## src/rtl/kmsd_pkg.sv

```systemverilog
// Shared types and constants for the key matrix scanner with debounce.
// No dependencies; used by every other file of the block.
package kmsd_pkg;

  localparam int ROW_W     = 3;  // width of the row fields
  localparam int CNT_W     = 5;  // width of the debounce counter and thresholds
  localparam int PHASE_W   = 3;  // width of the per-key phase code
  localparam int IN_COLS   = 4;  // columns carried by the column_levels field
  localparam int CFG_IDX_W = 1;  // width of the register index

  // Per-key debounce phase codes. Codes above PH_UP are treated as unknown.
  localparam logic [PHASE_W-1:0] PH_UNKNOWN   = 3'd0;
  localparam logic [PHASE_W-1:0] PH_WAIT_DOWN = 3'd1;
  localparam logic [PHASE_W-1:0] PH_DOWN      = 3'd2;
  localparam logic [PHASE_W-1:0] PH_WAIT_UP   = 3'd3;
  localparam logic [PHASE_W-1:0] PH_UP        = 3'd4;

  // Configuration register indexes.
  localparam logic [CFG_IDX_W-1:0] REG_PRESS_THRESHOLD   = 1'd0;
  localparam logic [CFG_IDX_W-1:0] REG_RELEASE_THRESHOLD = 1'd1;

  localparam logic [CNT_W-1:0] PRESS_THRESHOLD_RESET   = 5'd2;
  localparam logic [CNT_W-1:0] RELEASE_THRESHOLD_RESET = 5'd4;

  // Event reported by one debounce lane for the key it evaluated.
  typedef struct packed {
    logic pressed;
    logic released;
  } lane_event_t;

  // One result item as held in the output buffer.
  typedef struct packed {
    logic [ROW_W-1:0]   scanned_row;
    logic [ROW_W-1:0]   next_row;
    logic [IN_COLS-1:0] press_mask;
    logic [IN_COLS-1:0] release_mask;
  } result_t;

endpackage

```

## src/rtl/kmsd_lane.sv

```systemverilog
// One column lane: debounce state of every key in a single matrix column.
// Depends on kmsd_pkg for phase codes, widths and the lane event type.
module kmsd_lane #(
  parameter int NUM_ROWS = 7
) (
  input  logic                       clk,
  input  logic                       rst,
  input  logic                       step,
  input  logic [kmsd_pkg::ROW_W-1:0] row_sel,
  input  logic                       sample_down,
  input  logic [kmsd_pkg::CNT_W-1:0] press_threshold,
  input  logic [kmsd_pkg::CNT_W-1:0] release_threshold,
  output kmsd_pkg::lane_event_t      lane_event
);

  localparam int ROW_IDX_W = (NUM_ROWS > 1) ? $clog2(NUM_ROWS) : 1;

  logic [kmsd_pkg::PHASE_W-1:0] phase [NUM_ROWS];
  logic [kmsd_pkg::CNT_W-1:0]   count [NUM_ROWS];

  logic [ROW_IDX_W-1:0]         idx;
  logic [kmsd_pkg::PHASE_W-1:0] phase_cur;
  logic [kmsd_pkg::CNT_W-1:0]   count_cur;
  logic [kmsd_pkg::PHASE_W-1:0] phase_next;
  logic [kmsd_pkg::CNT_W-1:0]   count_next;

  assign idx       = row_sel[ROW_IDX_W-1:0];
  assign phase_cur = phase[idx];
  assign count_cur = count[idx];

  always_comb begin
    phase_next          = phase_cur;
    count_next          = count_cur;
    lane_event.pressed  = 1'b0;
    lane_event.released = 1'b0;
    unique case (phase_cur)
      kmsd_pkg::PH_WAIT_DOWN: begin
        if (!sample_down) begin
          phase_next = kmsd_pkg::PH_UP;
          count_next = '0;
        end else if (count_cur >= press_threshold) begin
          phase_next         = kmsd_pkg::PH_DOWN;
          count_next         = '0;
          lane_event.pressed = 1'b1;
        end else begin
          count_next = count_cur + 1'b1;
        end
      end
      kmsd_pkg::PH_DOWN: begin
        if (!sample_down) begin
          phase_next = kmsd_pkg::PH_WAIT_UP;
          count_next = '0;
        end
      end
      kmsd_pkg::PH_WAIT_UP: begin
        if (sample_down) begin
          phase_next = kmsd_pkg::PH_DOWN;
          count_next = '0;
        end else if (count_cur >= release_threshold) begin
          phase_next          = kmsd_pkg::PH_UP;
          count_next          = '0;
          lane_event.released = 1'b1;
        end else begin
          count_next = count_cur + 1'b1;
        end
      end
      kmsd_pkg::PH_UP: begin
        if (sample_down) begin
          phase_next = kmsd_pkg::PH_WAIT_DOWN;
          count_next = '0;
        end
      end
      default: begin
        // Unknown, and the unused codes: settle at once without an event.
        phase_next = sample_down ? kmsd_pkg::PH_DOWN : kmsd_pkg::PH_UP;
        count_next = '0;
      end
    endcase
  end

  always_ff @(posedge clk) begin
    if (rst) begin
      for (int r = 0; r < NUM_ROWS; r++) begin
        phase[r] <= kmsd_pkg::PH_UNKNOWN;
        count[r] <= '0;
      end
    end else if (step) begin
      phase[idx] <= phase_next;
      count[idx] <= count_next;
    end
  end

endmodule

```

## src/rtl/kmsd_out_buf.sv

```systemverilog
// Two-entry output buffer that parts the input side from a stalled receiver.
// Depends on kmsd_pkg for the result item type.
module kmsd_out_buf (
  input  logic              clk,
  input  logic              rst,
  input  logic              push,
  input  kmsd_pkg::result_t push_data,
  output logic              can_push,
  input  logic              pop,
  output logic              head_valid,
  output kmsd_pkg::result_t head_data
);

  logic [1:0]        fill;
  kmsd_pkg::result_t entry0;
  kmsd_pkg::result_t entry1;

  assign can_push   = (fill != 2'd2);
  assign head_valid = (fill != 2'd0);
  assign head_data  = entry0;

  always_ff @(posedge clk) begin
    if (rst) begin
      fill <= 2'd0;
    end else begin
      fill <= fill + {1'b0, push} - {1'b0, pop};
    end
  end

  always_ff @(posedge clk) begin
    if (pop && push) begin
      if (fill == 2'd1) begin
        entry0 <= push_data;
      end else begin
        entry0 <= entry1;
        entry1 <= push_data;
      end
    end else if (pop) begin
      entry0 <= entry1;
    end else if (push) begin
      if (fill == 2'd0) begin
        entry0 <= push_data;
      end else begin
        entry1 <= push_data;
      end
    end
  end

endmodule

```

## src/rtl/key_matrix_scan_debounce.sv

```systemverilog
// Top level of the key matrix scanner with per-key debounce.
// Depends on kmsd_pkg, kmsd_lane and kmsd_out_buf.
//
// Usage: each transfer on the input channel (in_valid/in_ready) is one scan
// tick and carries the active-low column levels of the row that the block
// selected on the previous tick. One debounce lane per column evaluates its
// key of that row in the same cycle, and the merged result (row scanned, row
// selected next, press and release masks) goes to the output channel
// (out_valid/out_ready).
// One tick is taken per cycle while in_ready is high: the lanes hold their
// keys' state in small per-row register files read at the current row, so the
// next tick may follow at once. Each result is registered in the output
// buffer and presented once the results ahead of it have been taken.
// A two-entry output buffer keeps input transfers flowing while a result
// waits; only when both entries are held by a stalled receiver does in_ready
// fall, and it rises again the cycle after a result transfer.
// Reset (synchronous, rst high) sets the row to zero, every key to the
// unknown phase with a cleared count, the thresholds to 2 and 4, and empties
// the buffer. The user writes the thresholds (cfg_we/cfg_index/cfg_data)
// only while idle; the block does not enforce it. Unused indexes are ignored.
module key_matrix_scan_debounce #(
  parameter int NUM_ROWS = 7,
  parameter int NUM_COLS = 4
) (
  input  logic                                clk,
  input  logic                                rst,
  input  logic                                in_valid,
  output logic                                in_ready,
  input  logic [kmsd_pkg::IN_COLS-1:0]        column_levels,
  output logic                                out_valid,
  input  logic                                out_ready,
  output logic [kmsd_pkg::ROW_W-1:0]          scanned_row,
  output logic [kmsd_pkg::ROW_W-1:0]          next_row,
  output logic [kmsd_pkg::IN_COLS-1:0]        press_mask,
  output logic [kmsd_pkg::IN_COLS-1:0]        release_mask,
  input  logic                                cfg_we,
  input  logic [kmsd_pkg::CFG_IDX_W-1:0]      cfg_index,
  input  logic [kmsd_pkg::CNT_W-1:0]          cfg_data
);

  localparam logic [kmsd_pkg::ROW_W-1:0] LAST_ROW = kmsd_pkg::ROW_W'(NUM_ROWS - 1);

  logic [kmsd_pkg::CNT_W-1:0] press_threshold;
  logic [kmsd_pkg::CNT_W-1:0] release_threshold;
  logic [kmsd_pkg::ROW_W-1:0] current_row;
  logic [kmsd_pkg::ROW_W-1:0] current_row_next;

  logic                  step;
  kmsd_pkg::lane_event_t lane_events [NUM_COLS];
  logic [kmsd_pkg::IN_COLS-1:0] press_bits;
  logic [kmsd_pkg::IN_COLS-1:0] release_bits;
  kmsd_pkg::result_t     result;
  kmsd_pkg::result_t     head;

  assign step = in_valid && in_ready;

  // Configuration registers.
  always_ff @(posedge clk) begin
    if (rst) begin
      press_threshold   <= kmsd_pkg::PRESS_THRESHOLD_RESET;
      release_threshold <= kmsd_pkg::RELEASE_THRESHOLD_RESET;
    end else if (cfg_we) begin
      unique case (cfg_index)
        kmsd_pkg::REG_PRESS_THRESHOLD:   press_threshold   <= cfg_data;
        kmsd_pkg::REG_RELEASE_THRESHOLD: release_threshold <= cfg_data;
        default: ;
      endcase
    end
  end

  // Row sequencing: advance on every tick and wrap after the last row.
  assign current_row_next = (current_row == LAST_ROW) ? '0 : current_row + 1'b1;

  always_ff @(posedge clk) begin
    if (rst) begin
      current_row <= '0;
    end else if (step) begin
      current_row <= current_row_next;
    end
  end

  // One debounce lane per column. A column with no bit in the input field is
  // sampled as open; its events do not fit the masks and are dropped below.
  for (genvar c = 0; c < NUM_COLS; c++) begin : g_lane
    logic sample_down;
    if (c < kmsd_pkg::IN_COLS) begin : g_in
      assign sample_down = ~column_levels[c];
    end else begin : g_open
      assign sample_down = 1'b0;
    end

    kmsd_lane #(
      .NUM_ROWS (NUM_ROWS)
    ) u_lane (
      .clk               (clk),
      .rst               (rst),
      .step              (step),
      .row_sel           (current_row),
      .sample_down       (sample_down),
      .press_threshold   (press_threshold),
      .release_threshold (release_threshold),
      .lane_event        (lane_events[c])
    );
  end

  // Merge the lane events into the two masks.
  for (genvar c = 0; c < kmsd_pkg::IN_COLS; c++) begin : g_merge
    if (c < NUM_COLS) begin : g_used
      assign press_bits[c]   = lane_events[c].pressed;
      assign release_bits[c] = lane_events[c].released;
    end else begin : g_unused
      assign press_bits[c]   = 1'b0;
      assign release_bits[c] = 1'b0;
    end
  end

  assign result.scanned_row  = current_row;
  assign result.next_row     = current_row_next;
  assign result.press_mask   = press_bits;
  assign result.release_mask = release_bits;

  kmsd_out_buf u_out_buf (
    .clk        (clk),
    .rst        (rst),
    .push       (step),
    .push_data  (result),
    .can_push   (in_ready),
    .pop        (out_valid && out_ready),
    .head_valid (out_valid),
    .head_data  (head)
  );

  assign scanned_row  = head.scanned_row;
  assign next_row     = head.next_row;
  assign press_mask   = head.press_mask;
  assign release_mask = head.release_mask;

  // An empty buffer must always take the next tick.
  a_ready_when_empty : assert property (@(posedge clk) disable iff (rst)
    !out_valid |-> in_ready)
    else $error("input stalled while the output buffer is empty");

  // A tick taken into an empty buffer is presented in the next cycle.
  a_latency : assert property (@(posedge clk) disable iff (rst)
    (step && !out_valid) |=> out_valid)
    else $error("result not presented one cycle after its tick");

  // A key cannot be confirmed down and up on the same tick.
  a_masks_disjoint : assert property (@(posedge clk) disable iff (rst)
    out_valid |-> ((press_mask & release_mask) == '0))
    else $error("press and release reported for the same key");

  // The reported rows stay in range and the next row follows the scanned one.
  a_row_sequence : assert property (@(posedge clk) disable iff (rst)
    out_valid |-> ((scanned_row <= LAST_ROW) &&
                   (next_row == ((scanned_row == LAST_ROW) ? '0 : scanned_row + 1'b1))))
    else $error("row sequence out of order");

endmodule

```

## config.mk

```make
export PLATFORM = sky130hd
export DESIGN_NAME = key_matrix_scan_debounce
export DESIGN_NICKNAME = d
export VERILOG_FILES = /design/src/rtl/kmsd_pkg.sv /design/src/rtl/kmsd_lane.sv /design/src/rtl/kmsd_out_buf.sv /design/src/rtl/key_matrix_scan_debounce.sv
export SDC_FILE = /design/constraint.sdc
export NUM_CORES = 1
export LEC_CHECK = 0
export BUFFER_PORTS_ARGS = -buffer_cell sky130_fd_sc_hd__buf_2
export CAP_MARGIN = 10
export CORE_UTILIZATION = 35
export DETAILED_ROUTE_END_ITERATION = 16
export PLACE_DENSITY = 0.48
export SETUP_SLACK_MARGIN = 0.2
export SYNTH_ARGS = -nofsm -noshare
export SYNTH_HDL_FRONTEND = slang
export SYNTH_HIERARCHICAL = 1
export SYNTH_SLANG_ARGS = --single-unit
```

## constraint.sdc

```tcl
create_clock -name clk -period 7.8 [get_ports clk]
set_input_delay 0.78 -clock clk [delete_from_list [all_inputs] [get_ports clk]]
set_output_delay 0.78 -clock clk [all_outputs]
set_load 0.02 [all_outputs]
```

==> Flow_metrics.wiki, run 1 <==
{| class="wikitable"
! Metric !! Value
|-
| Run status || finished clean
|-
| Initial antenna violation count || 3
|-
| Routability-driven placement congestion ratio || 0.882
|-
| Via density per instance || 5.60
|-
| Routed via count || 11200
|-
| Max-capacitance violation count || 0
|-
| Routed length per placed instance || 21.7 um
|-
| Post-cts hold buffer count || 0
|-
| Hold Violations, Final || 0
|-
| Die Y-Extent || 218 um
|-
| Skew-Pair Late Insertion Delay || 0.55 ns
|-
| Met3 Routed Length || 2.15 mm
|-
| Startpoint types || flip-flop
|-
| Post-cts repair resize count || 0
|-
| FILL cells || 4408
|-
| Routed length on met2 || 20.1 mm
|-
| Root buf cell || sky130_fd_sc_hd__clkbuf_16
|-
| Total iterations of the first detailed-routing run || 5
|-
| Gate Count Post-Synth || 1374
|-
| Static leakage || 6.40 nW
|-
| Via count of the first global-routing pass || 11000
|-
| Maximum fanout along the worst path || 50
|-
| Hold Slack || 0.453 ns
|-
| Clock Skews || 0.0172 ns
|-
| Number of H-tree branching levels || 2
|-
| Number of slew-limit violations in the final report || 0
|-
| Number of remaining DRC errors || 0
|-
| Count of state elements after synthesis || 299
|-
| CTS sink count || 299
|-
| Clock tree from TritonCTS || yes
|-
| Share of post-route cells with drive strength above 1 || 0.144
|-
| Number of synthesized flops with an enable pin || 252
|-
| Leading cell types in the layout, fill and taps excluded || sky130_fd_sc_hd__edfxtp_1, sky130_fd_sc_hd__nor2_1, sky130_fd_sc_hd__nand2_1
|-
| Initial cell density of the core || 0.358
|-
| Ratio of total power to cell area || 263 mW/mm^2
|-
| Part of the Yosys area used for sequential elements || 0.520
|-
| CP required || 8.18 ns
|-
| Number of library cell types mapped by synthesis || 100
|-
| Area overhead of the layout relative to synthesis || 10.1%
|-
| Final critical path time including I/O delays and setup || 4.87 ns
|-
| Number of failing setup endpoints in the final timing report || 0
|-
| Post-Synthesis Net Count || 1435
|-
| Maximum number of pins on one net before global-route repair || 60
|-
| Slew of the pin with the lowest slew margin || 1.01 ns
|-
| Clock-pin slew reported for the worst setup and hold paths after clock tree synthesis || 0.06 ns
|-
| Core occupancy in the finished layout || 0.394
|-
| Routed wire length || 43.6 mm
|-
| Final Net Count || 1446
|-
| Unrepaired setup endpoints after global routing || false
|-
| Category of the worst setup path capture point || flip-flop
|-
| Number of buffers added for setup after CTS || 0
|-
| First-pass GRT wire length || 67.5 mm
|-
| Std-Cell Core Area || 0.0458 sq mm
|-
| Async set-or-reset flop fraction in the synthesized netlist || 0
|-
| I/O pin count || 31
|-
| Cell area after synthesis || 0.0164 sq mm
|-
| Maximum number of buffers from clock root to sink || 3
|-
| Max Fclk || 0.206 GHz
|-
| Slew HR || 0.308
|-
| Peak supply drop || 0.000154 V
|-
| Main synth FF type || sky130_fd_sc_hd__edfxtp_1
|-
| Number of violations reported at the end of detailed-routing iteration 0 || 870
|-
| GRT Util Overall || 0.186
|-
| Total die area || 0.0476 sq mm
|-
| Syn_area_per_cell || 11.9 sq um
|-
| Post-detailed-placement half-perimeter wirelength || 28.7 mm
|-
| Final period utilization || 0.624
|-
| Met1 wire length || 20.5 mm
|-
| Highest Signal Layer || met5
|-
| Number of standard-cell rows in the floorplan || 78
|-
| Clock buffer count from CTS || 34
|-
| Most common cell after layout, fill and taps aside || sky130_fd_sc_hd__edfxtp_1
|-
| Data arrival at the endpoint of the critical path || 5.24 ns
|-
| Post-DRT Antenna Nets || 0
|-
| Kind of path behind the tightest hold check || reg -> reg
|-
| Die width || 218 um
|-
| Category of the most critical setup path || reg -> reg
|-
| Setup TNS || 0 ns
|-
| Grt ovf || 0
|-
| Warnings from Yosys || 6
|-
| Port-buffer cells || 30
|}
[power by group]
part	internal, mW	leakage (nW)	switching, mW
Combinational	0.408	2.91	0.774
Sequential	1.89	2.97	0.0815
Clock	0.928	0.514	0.657
[per-stage QoR]
stage               instances  instance area (sq um)  total power, mW  setup WS [ns]
floorplan                1374                  16400             2.88           3.83
global placement         1949                  16900             3.18           2.95
detailed placement       1949                  16900             3.18           2.88
CTS                      2007                  18000             4.78           2.81
global route             2008                  18000             4.96           2.40
finish                   2008                  18000             4.74           2.93
[sequential cells by signal, indices dropped and copies added (netlist names)]
signal	count
press_threshold	5
u_out_buf/entry1	14
g_lane.u_lane/phase	96
release_threshold	5
u_out_buf/fill	2
current_row	3
g_lane.u_lane/count	160
u_out_buf/head_data	14
[logic make-up after synthesis]
family          share of synthesized area
fa+ha+maj                          0.0352
buf+inv                            0.0442
xor+xnor                          0.00245
simple gates                        0.173
compound gates                      0.102
mux                                 0.123
flops                               0.520
[worst max-delay path: stages (launching register included)]
cell and delay, ns:
sky130_fd_sc_hd__dfxtp_4 0.86, sky130_fd_sc_hd__buf_4 0.74, sky130_fd_sc_hd__nor2_1 0.30, sky130_fd_sc_hd__a22oi_1 0.33
sky130_fd_sc_hd__and2_1 0.36, sky130_fd_sc_hd__inv_1 0.11, sky130_fd_sc_hd__ha_1 0.29, sky130_fd_sc_hd__nor2b_1 0.11
sky130_fd_sc_hd__o21ai_0 0.13, sky130_fd_sc_hd__a311o_1 0.46, sky130_fd_sc_hd__o21ai_0 0.47, sky130_fd_sc_hd__o32ai_2 0.25
sky130_fd_sc_hd__nor3_1 0.23
[cell type report]
| cell class | instances | area (sq um) | share of cell area |
|---|---|---|---|
| diodes | 1 | 2.50 | 0.000139 |
| clock buffers | 42 | 912 | 0.0506 |
| clock inverters | 16 | 158 | 0.00875 |
| inverters | 90 | 339 | 0.0188 |
| multi-input cells | 923 | 7130 | 0.396 |
| flip-flops and latches | 299 | 8520 | 0.473 |
| well taps | 600 | 751 | 0.0417 |
| repair buffers | 37 | 203 | 0.0113 |
[cells in the mapped netlist (14+ instances only)]
cell type	n	area [sq um]
sky130_fd_sc_hd__a31oi_1	14	87.6
sky130_fd_sc_hd__o21ai_0	21	105
sky130_fd_sc_hd__buf_2	15	75.1
sky130_fd_sc_hd__nand3b_1	21	158
sky130_fd_sc_hd__nor2b_1	19	119
sky130_fd_sc_hd__clkbuf_1	27	101
sky130_fd_sc_hd__nand2b_1	48	300
sky130_fd_sc_hd__mux2i_1	33	330
sky130_fd_sc_hd__dfxtp_1	47	941
sky130_fd_sc_hd__nor2_1	160	601
sky130_fd_sc_hd__a21oi_1	38	190
sky130_fd_sc_hd__nand4b_1	20	175
sky130_fd_sc_hd__mux4_1	19	499
sky130_fd_sc_hd__inv_1	86	323
sky130_fd_sc_hd__ha_1	46	576
sky130_fd_sc_hd__mux4_2	39	878
sky130_fd_sc_hd__o21ai_1	19	95.1
sky130_fd_sc_hd__nand2_1	94	353
sky130_fd_sc_hd__edfxtp_1	252	7570
sky130_fd_sc_hd__nand3_1	44	220
sky130_fd_sc_hd__nor3_1	57	285
[final timing paths]
path	slack [ns]	start	endpoint	cells past startpoint
worst max-delay path	2.93	current_row[0]	g_lane[0].u_lane/count[1][3]	12
worst max register to register	2.93	current_row[0]	g_lane[0].u_lane/count[1][3]	12
worst min register to register	0.45	g_lane[0].u_lane/phase[6][1]	g_lane[0].u_lane/phase[6][1]	2
worst min-delay path	0.45	g_lane[0].u_lane/phase[6][1]	g_lane[0].u_lane/phase[6][1]	2
[layer usage]
| metal | vias to the layer above | global-route usage |
|---|---|---|
| met4 | 4 | 0.0527 |
| met2 | 280 | 0.297 |
| met1 | 5655 | 0.260 |
| met3 | 54 | 0.0315 |
| li1 | 5245 | - |
| met5 | - | 0 |
(Power assumes the default switching activity.)
==> run 2: changes to the inputs <==
clock period = 4.5 ns   (was 7.8 ns; I/O delays follow)
==> Flow_metrics.wiki, run 2 (synthesis results as in run 1) <==
{| class="wikitable"
! Metric !! Value
|-
| Number of inserted diodes || 0 (-1)
|-
| Proportion of power drawn by combinational gates || 0.261 (+0.012)
|-
| Maximum fanout along the worst path || 37 (-26%)
|-
| Clock tree from TritonCTS || yes
|-
| Worst setup timing slack at the placement stage || 0.241 ns (-2.64 ns)
|-
| Kind of path behind the tightest hold check || in -> reg
|-
| Peak supply drop || 0.000305 V (+99%)
|-
| Post-DRT Antenna Nets || 0 (unchanged)
|-
| Setup slack of the critical path after layout || 0.499 ns (-2.44 ns)
|-
| Skew-Pair Late Insertion Delay || 0.53 ns (-0.02 ns)
|-
| Worst path bufs/invs || 1 (-1)
|-
| Port-buffer cells || 30 (unchanged)
|-
| Stage delay of the slowest cell on the critical path || 0.63 ns (-0.23 ns)
|-
| Number of H-tree branching levels || 2 (unchanged)
|-
| Number of failing setup endpoints in the final timing report || 0 (unchanged)
|-
| Leading cell types in the layout, fill and taps excluded || sky130_fd_sc_hd__edfxtp_1, sky130_fd_sc_hd__nor2_1, sky130_fd_sc_hd__nand2_1
|-
| Initial antenna violation count || 0 (-3)
|-
| Routed wire length || 45.0 mm (+3.2%)
|-
| Number of violations reported at the end of detailed-routing iteration 0 || 902 (+3.7%)
|-
| Final period utilization || 0.889 (+0.265)
|-
| Maximum number of pins on one net before global-route repair || 39 (-35%)
|-
| Number of standard-cell rows in the floorplan || 78 (unchanged)
|-
| Static leakage || 6.66 nW (+4.2%)
|-
| Total die area || 0.0476 sq mm (unchanged)
|-
| Most heavily used metal layer in global routing || met2
|-
| Core occupancy in the finished layout || 0.404 (+0.0101)
|-
| Max reg flops || 160 (unchanged)
|-
| Internal power || 5.84 mW (+81%)
|-
| List of cells traversed by the critical path || buf_12 -> mux4_1 -> mux2_2 -> ha_1 -> nand2_1 -> o21ai_0 -> a311o_1 -> o32a_1 -> a2bb2oi_1 -> nor3_1
|-
| Number of slew-limit violations in the final report || 0 (unchanged)
|-
| Hold path cells || 3 (+1)
|-
| Root buf cell || sky130_fd_sc_hd__clkbuf_16
|-
| GRT Util Overall || 0.191 (+0.00486)
|-
| Proportion of power drawn by the clock network || 0.341 (+0.006)
|-
| Launch point of the worst reg-to-reg path || current_row[0]
|-
| Unrepaired setup endpoints after global routing || false
|-
| Net switching fraction of the power || 0.312 (-0.00758)
|-
| Std-Cell Core Area || 0.0458 sq mm (unchanged)
|-
| Beginning of the worst hold path || cfg_data[4]
|-
| Reg2reg end || g_lane[0].u_lane/count[3][1]
|-
| Grt ovf || 0 (unchanged)
|-
| Worst Reg2Reg Path Length in Cells || 10 (-2)
|-
| CP max-delay cell || sky130_fd_sc_hd__dfxtp_4
|-
| Largest registers in the final layout || g_lane.u_lane/count x160, g_lane.u_lane/phase x96
|-
| Final critical path time including I/O delays and setup || 4.00 ns (-0.864 ns)
|-
| Maximum number of buffers from clock root to sink || 3 (unchanged)
|-
| Max-capacitance violation count || 0 (unchanged)
|-
| Post-cts hold buffer count || 0 (unchanged)
|-
| Reg power frac || 0.398 (-0.018)
|-
| Startpoint types || flip-flop
|-
| Routed length per placed instance || 21.9 um (+0.77%)
|-
| Post-detailed-placement half-perimeter wirelength || 30.3 mm (+5.6%)
|-
| Met3 capacity usage during global routing || 0.0244 (-0.00710)
|-
| Hold path endpoint || press_threshold[4]
|-
| Kind of cell adding the most delay to the critical path || compound AO/OA/AOI/OAI gates
|-
| Max Fclk || 0.250 GHz (+22%)
|-
| Setup TNS || 0 ns (unchanged)
|-
| Post-route cell area || 0.0185 sq mm (+2.6%)
|-
| Total power || 8.49 mW (+79%)
|-
| Area after detailed placement || 0.0173 sq mm (+2.1%)
|-
| Post-cts repair resize count || 0 (unchanged)
|-
| Slew HR || 0.275 (-0.0322)
|-
| Routed via count || 11600 (+2.8%)
|-
| Switching power summed over all nets || 2.65 mW (+75%)
|-
| Number of buffers added for setup after CTS || 0 (unchanged)
|-
| Die Y-Extent || 218 um (unchanged)
|-
| CTS sink count || 299 (unchanged)
|-
| Clock buffer count from CTS || 35 (+2.9%)
|-
| CP required || 4.75 ns (-3.43 ns)
|-
| Share of post-route cells with drive strength above 1 || 0.173 (+0.0287)
|-
| Hold Violations, Final || 0 (unchanged)
|-
| Met2 track demand over resource in global routing || 0.311 (+0.0134)
|-
| Routability-driven placement congestion ratio || 0.867 (-1.8%)
|-
| Area overhead of the layout relative to synthesis || 12.9%
|-
| Most common cell after layout, fill and taps aside || sky130_fd_sc_hd__edfxtp_1
|-
| Met1 track utilization from global routing || 0.267 (+0.00729)
|-
| Clock Skews || 0.0172 ns (+0.0000731 ns)
|-
| Category of the most critical setup path || reg -> reg
|-
| I/O pin count || 31 (unchanged)
|-
| First-pass GRT wire length || 69.4 mm (+2.8%)
|-
| Die width || 218 um (unchanged)
|-
| Initial cell density of the core || 0.358 (unchanged)
|-
| Number of remaining DRC errors || 0 (unchanged)
|-
| Clock-pin slew reported for the worst setup and hold paths after clock tree synthesis || 0.06 ns (about the same)
|-
| Flop-to-flop setup slack || 0.50 ns (-2.44 ns)
|-
| Register containing the most flip-flops in the final layout || g_lane.u_lane/count
|-
| Ratio of total power to cell area || 459 mW/mm^2 (+75%)
|-
| Via density per instance || 5.62 (+0.36%)
|-
| Run status || finished clean
|-
| Category of the worst setup path capture point || flip-flop
|-
| Final Net Count || 1492 (+3.2%)
|-
| Total iterations of the first detailed-routing run || 5 (unchanged)
|-
| Via count of the first global-routing pass || 11500 (+4.5%)
|-
| Data arrival at the endpoint of the critical path || 4.25 ns (-0.99 ns)
|-
| Slew of the pin with the lowest slew margin || 1.09 ns (+0.0761 ns)
|}
[run 2: cell count changes in the layout (fill, tap and decap cells not counted), sizes merged]
cell | before | now
clkbuf | 42 | 51
buf | 37 | 82
bufinv | 3 | 4
clkinv | 11 | 8
diode | 1 | 0
inv | 90 | 88
[run 2: cell type report]
cell class              count  area, sq um
clock buffers              51          998
clock inverters            12          161
well taps                 600          751
flip-flops and latches    299         8520
repair buffers             82          578
multi-input cells         923         7130
fillers                  4342        27300
inverters                  90          339
[run 2: metrics by stage]
step                instances  hold slack (ns)
floorplan                1374            0.433
global route             2057            0.174
global placement         1993            0.447
finish                   2057            0.173
detailed placement       1993            0.448
CTS                      2056            0.153
[run 2: worst max-delay path by stage]
| stage | start | to | slack, ns | cells after the start |
|---|---|---|---|---|
| detailed placement | current_row[0] | g_lane[0].u_lane/count[7][1] | 0.24 | 10 |
| global route | current_row[0] | g_lane[0].u_lane/count[7][3] | 0.25 | 10 |
| CTS | current_row[0] | g_lane[0].u_lane/count[3][1] | 0.23 | 10 |
| finish | current_row[0] | g_lane[0].u_lane/count[3][1] | 0.50 | 10 |
| global placement | current_row[0] | g_lane[0].u_lane/count[5][1] | 0.33 | 10 |
| floorplan | current_row[2] | g_lane[2].u_lane/count[4][0] | 0.53 | 14 |
[run 2: power groups by stage]
stage          Clock, mW  Combinational (mW)  Sequential (mW)
2_1_floorplan          0                1.51             3.48
3_3_place_gp           0                2.18             3.45
3_5_place_dp           0                2.19             3.45
4_1_cts             2.98                2.20             3.39
5_1_grt             3.07                2.43             3.40
6_report            2.89                2.22             3.37
[run 2: layer usage]
layer / share of wire / wire length (um) / vias up
met5: 0 / 0 / -
met4: 0.022 / 988 / 0
met3: 0.047 / 2130 / 66
met2: 0.47 / 21300 / 308
met1: 0.46 / 20600 / 5841
li1: - / - / 5339
[run 2: worst min-delay path, cell delays in order]
cell and delay, ns:
sky130_fd_sc_hd__buf_2 0.09, sky130_fd_sc_hd__mux2i_1 0.06, sky130_fd_sc_hd__nor2_1 0.07
==> run 3: changes to the inputs <==
ABC_AREA = 1   (was unset)
PLACE_DENSITY = 0.47   (was 0.48)
==> Flow_metrics.wiki, run 3 <==
{| class="wikitable"
! Metric !! Value
|-
| Hold path endpoint || press_threshold[1]
|-
| Initial antenna violation count || 1 (+1)
|-
| Stage delay of the slowest cell on the critical path || 0.59 ns (-0.04 ns)
|-
| Register containing the most flip-flops in the final layout || g_lane.u_lane/count
|-
| Slew of the pin with the lowest slew margin || 0.972 ns (-0.113 ns)
|-
| CTS sink count || 299 (unchanged)
|-
| Total iterations of the first detailed-routing run || 5 (unchanged)
|-
| List of cells traversed by the critical path || buf_12 -> buf_12 -> nor2_1 -> nor2_1 -> o21ai_0 -> nand2_1 -> nand2_1 -> nand2_1 -> ha_1 -> nand2_1 -> inv_1 -> o21ai_0 -> nand3_1 -> nor2_1 -> inv_1 -> nor2_4 -> nand3_1 -> nand2_2 -> nand3_4 -> nor2_1
|-
| Share of post-route cells with drive strength above 1 || 0.101 (-0.0719)
|-
| Reg2reg end || g_lane[2].u_lane/count[1][3]
|-
| Most area-hungry cell type in the Yosys netlist || sky130_fd_sc_hd__edfxtp_1
|-
| Clock tree from TritonCTS || yes
|-
| Number of synthesized flops with an enable pin || 252 (unchanged)
|-
| Startpoint types || flip-flop
|-
| Number of buffers added for setup after CTS || 0 (unchanged)
|-
| Gate Count Post-Synth || 2323 (+69%)
|-
| CP max-delay cell || sky130_fd_sc_hd__dfxtp_4
|-
| Count of state elements after synthesis || 299 (unchanged)
|-
| Fraction of synthesized cell area taken by the top area cell type || 0.418 (-0.0439)
|-
| Data arrival at the endpoint of the critical path || 4.07 ns (-0.18 ns)
|-
| Number of violations reported at the end of detailed-routing iteration 0 || 1123 (+25%)
|-
| Routed via count || 14600 (+26%)
|-
| Static leakage || 9.13 nW (+37%)
|-
| GRT Util Overall || 0.192 (+0.000697)
|-
| Clock-pin slew reported for the worst setup and hold paths after clock tree synthesis || 0.06 ns (about the same)
|-
| Die width || 229 um (+5.1%)
|-
| Clock buffer count from CTS || 37 (+5.7%)
|-
| Dominant cells by area after synthesis || sky130_fd_sc_hd__edfxtp_1, sky130_fd_sc_hd__nand2_1, sky130_fd_sc_hd__inv_1
|-
| Clock Skews || 0.0254 ns (+0.00819 ns)
|-
| Number of standard-cell rows in the floorplan || 82 (+5.1%)
|-
| CP required || 4.89 ns (+0.14 ns)
|-
| Syn_area_per_cell || 7.78 sq um (-35%)
|-
| Post-DRT Antenna Nets || 0 (unchanged)
|-
| Number of inserted diodes || 0 (unchanged)
|-
| Routed length per placed instance || 16.5 um (-24%)
|-
| Kind of path behind the tightest hold check || in -> reg
|-
| Routed wire length || 50.2 mm (+12%)
|-
| Slew HR || 0.349 (+0.0740)
|-
| Setup TNS || 0 ns (unchanged)
|-
| Beginning of the worst hold path || cfg_data[1]
|-
| Number of failing setup endpoints in the final timing report || 0 (unchanged)
|-
| Count leader, synth || sky130_fd_sc_hd__nand2_1
|-
| Most heavily used metal layer in global routing || met2
|-
| Unrepaired setup endpoints after global routing || false
|-
| Maximum fanout along the worst path || 63 (+70%)
|-
| Via density per instance || 4.81 (-14%)
|-
| Async set-or-reset flop fraction in the synthesized netlist || 0 (unchanged)
|-
| Final Net Count || 2396 (+61%)
|-
| Post-cts repair resize count || 0 (unchanged)
|-
| Maximum number of pins on one net before global-route repair || 80 (+110%)
|-
| Leading cell types in the layout, fill and taps excluded || sky130_fd_sc_hd__nand2_1, sky130_fd_sc_hd__inv_1, sky130_fd_sc_hd__nor2_1
|-
| Worst Reg2Reg Path Length in Cells || 20 (+10)
|-
| Post-Synthesis Net Count || 2384 (+66%)
|-
| Main synth FF type || sky130_fd_sc_hd__edfxtp_1
|-
| Die Y-Extent || 229 um (+5.1%)
|-
| Number of slew-limit violations in the final report || 0 (unchanged)
|-
| Total die area || 0.0526 sq mm (+10%)
|-
| Skew-Pair Late Insertion Delay || 0.56 ns (+0.03 ns)
|-
| I/O pin count || 31 (unchanged)
|-
| Number of library cell types mapped by synthesis || 37 (-63%)
|-
| Cell types with the highest counts after synthesis || sky130_fd_sc_hd__nand2_1, sky130_fd_sc_hd__inv_1, sky130_fd_sc_hd__nor2_1, sky130_fd_sc_hd__edfxtp_1, sky130_fd_sc_hd__nand3_1
|-
| Peak supply drop || 0.000252 V (-17%)
|-
| Hold path cells || 3 (unchanged)
|-
| Max-capacitance violation count || 0 (unchanged)
|-
| Root buf cell || sky130_fd_sc_hd__clkbuf_16
|-
| Category of the most critical setup path || reg -> reg
|-
| Launch point of the worst reg-to-reg path || current_row[0]
|-
| Std-Cell Core Area || 0.0506 sq mm (+11%)
|-
| Warnings from Yosys || 6 (unchanged)
|-
| Met1 track utilization from global routing || 0.274 (+0.00677)
|-
| Number of H-tree branching levels || 2 (unchanged)
|-
| Final period utilization || 0.818 (-0.0711)
|-
| Post-cts hold buffer count || 0 (unchanged)
|-
| Max reg flops || 160 (unchanged)
|-
| Max Fclk || 0.272 GHz (+8.7%)
|-
| Most common cell after layout, fill and taps aside || sky130_fd_sc_hd__nand2_1
|-
| Total power || 10.6 mW (+25%)
|-
| Category of the worst setup path capture point || flip-flop
|-
| Met2 track demand over resource in global routing || 0.300 (-0.0111)
|-
| Routability-driven placement congestion ratio || 0.898 (+3.6%)
|-
| Grt ovf || 0 (unchanged)
|-
| Run status || finished clean
|-
| Post-detailed-placement half-perimeter wirelength || 33.4 mm (+10%)
|-
| Part of the Yosys area used for sequential elements || 0.471 (-0.0494)
|-
| Final critical path time including I/O delays and setup || 3.68 ns (-0.320 ns)
|-
| Via count of the first global-routing pass || 13800 (+21%)
|-
| Initial cell density of the core || 0.357 (about the same)
|-
| Flop-to-flop setup slack || 0.82 ns (+0.32 ns)
|-
| Ratio of total power to cell area || 532 mW/mm^2 (+16%)
|-
| Port-buffer cells || 30 (unchanged)
|-
| Number of remaining DRC errors || 0 (unchanged)
|-
| Hold Violations, Final || 0 (unchanged)
|-
| Met3 capacity usage during global routing || 0.0255 (+0.00117)
|-
| Largest registers in the final layout || g_lane.u_lane/count x160, g_lane.u_lane/phase x96
|-
| Cell area after synthesis || 0.0181 sq mm (+10%)
|-
| Core occupancy in the finished layout || 0.393 (-0.0106)
|-
| First-pass GRT wire length || 78.8 mm (+14%)
|-
| Maximum number of buffers from clock root to sink || 3 (unchanged)
|-
| Area overhead of the layout relative to synthesis || 9.97%
|}
-- run 3: changes by cell type after synthesis, sizes merged, moves of 37 or more --
cell,delta
inv,+349
mux2i,-37
o21ai,+39
nand3,+232
nor2,+152
mux4,-58
nor3,-50
a21oi,+46
nand2,+552
nand2b,-48
-- run 3: per-layer routing --
layer  up-vias  routed length, um  part of all wire
met3        72               2360             0.047
met5         -                 12           0.00024
li1       7340                  -                 -
met1      6862              24500              0.49
met2       334              22300              0.44
met4         2               1160             0.023
-- run 3: cell families after synthesis --
logic type / Yosys count / synth area share
AO/OA/AOI/OAI: 173 / 0.0544
XOR/XNOR: 4 / 0.00194
adder cells (fa/ha/maj): 46 / 0.0318
buffers and inverters: 525 / 0.123
flip-flops: 299 / 0.471
AND/OR/NAND/NOR: 1276 / 0.318
-- run 3: how the worst max path moves through the flow --
stage / startpoint / to / slack [ns] / cells after the start
after floorplan: current_row[0] / g_lane[0].u_lane/phase[5][2] / 1.57 / 19
final: current_row[0] / g_lane[2].u_lane/count[1][3] / 0.82 / 20
after CTS: current_row[0] / g_lane[2].u_lane/count[4][1] / 0.80 / 20
after global placement: current_row[0] / g_lane[2].u_lane/count[2][3] / 0.91 / 20
after global routing: current_row[0] / g_lane[2].u_lane/count[4][1] / 0.50 / 20
after detailed placement: current_row[0] / g_lane[2].u_lane/count[4][1] / 0.84 / 20
-- run 3: layout make-up --
cell class                      instances  area, sq um
Clock buffer                           49         1020
Tap cell                              672          841
Multi-Input combinational cell       1499         7350
Sequential cell                       299         8520
Timing Repair Buffer                   46          320
Clock inverter                         19          119
Fill cell                            5236        30700
Inverter                              452         1720
-- run 3: worst max-delay path: cells and delay by family, from the launching register on --
family | cells | cell delay, ns
compound gates | 2 | 0.19
fa+ha+maj | 1 | 0.32
buf+inv | 4 | 0.73
flops | 1 | 0.59
simple gates | 13 | 1.60
-- run 3: stage by stage --
step	cell area, sq um	setup WS [ns]	hold WS (ns)	instances
after floorplan	18100	1.57	0.492	2323
after global placement	18700	0.913	0.511	2968
after detailed placement	18700	0.842	0.523	2968
after CTS	19900	0.798	0.0713	3036
after global routing	19900	0.495	0.0929	3036
final	19900	0.819	0.118	3036
-- run 3: power by group --
group	internal, mW	total, mW	leakage [nW]	switching [mW]
Clock	1.66	2.85	0.557	1.19
Sequential	3.44	3.59	2.98	0.147
Combinational	1.14	4.14	5.59	3.01
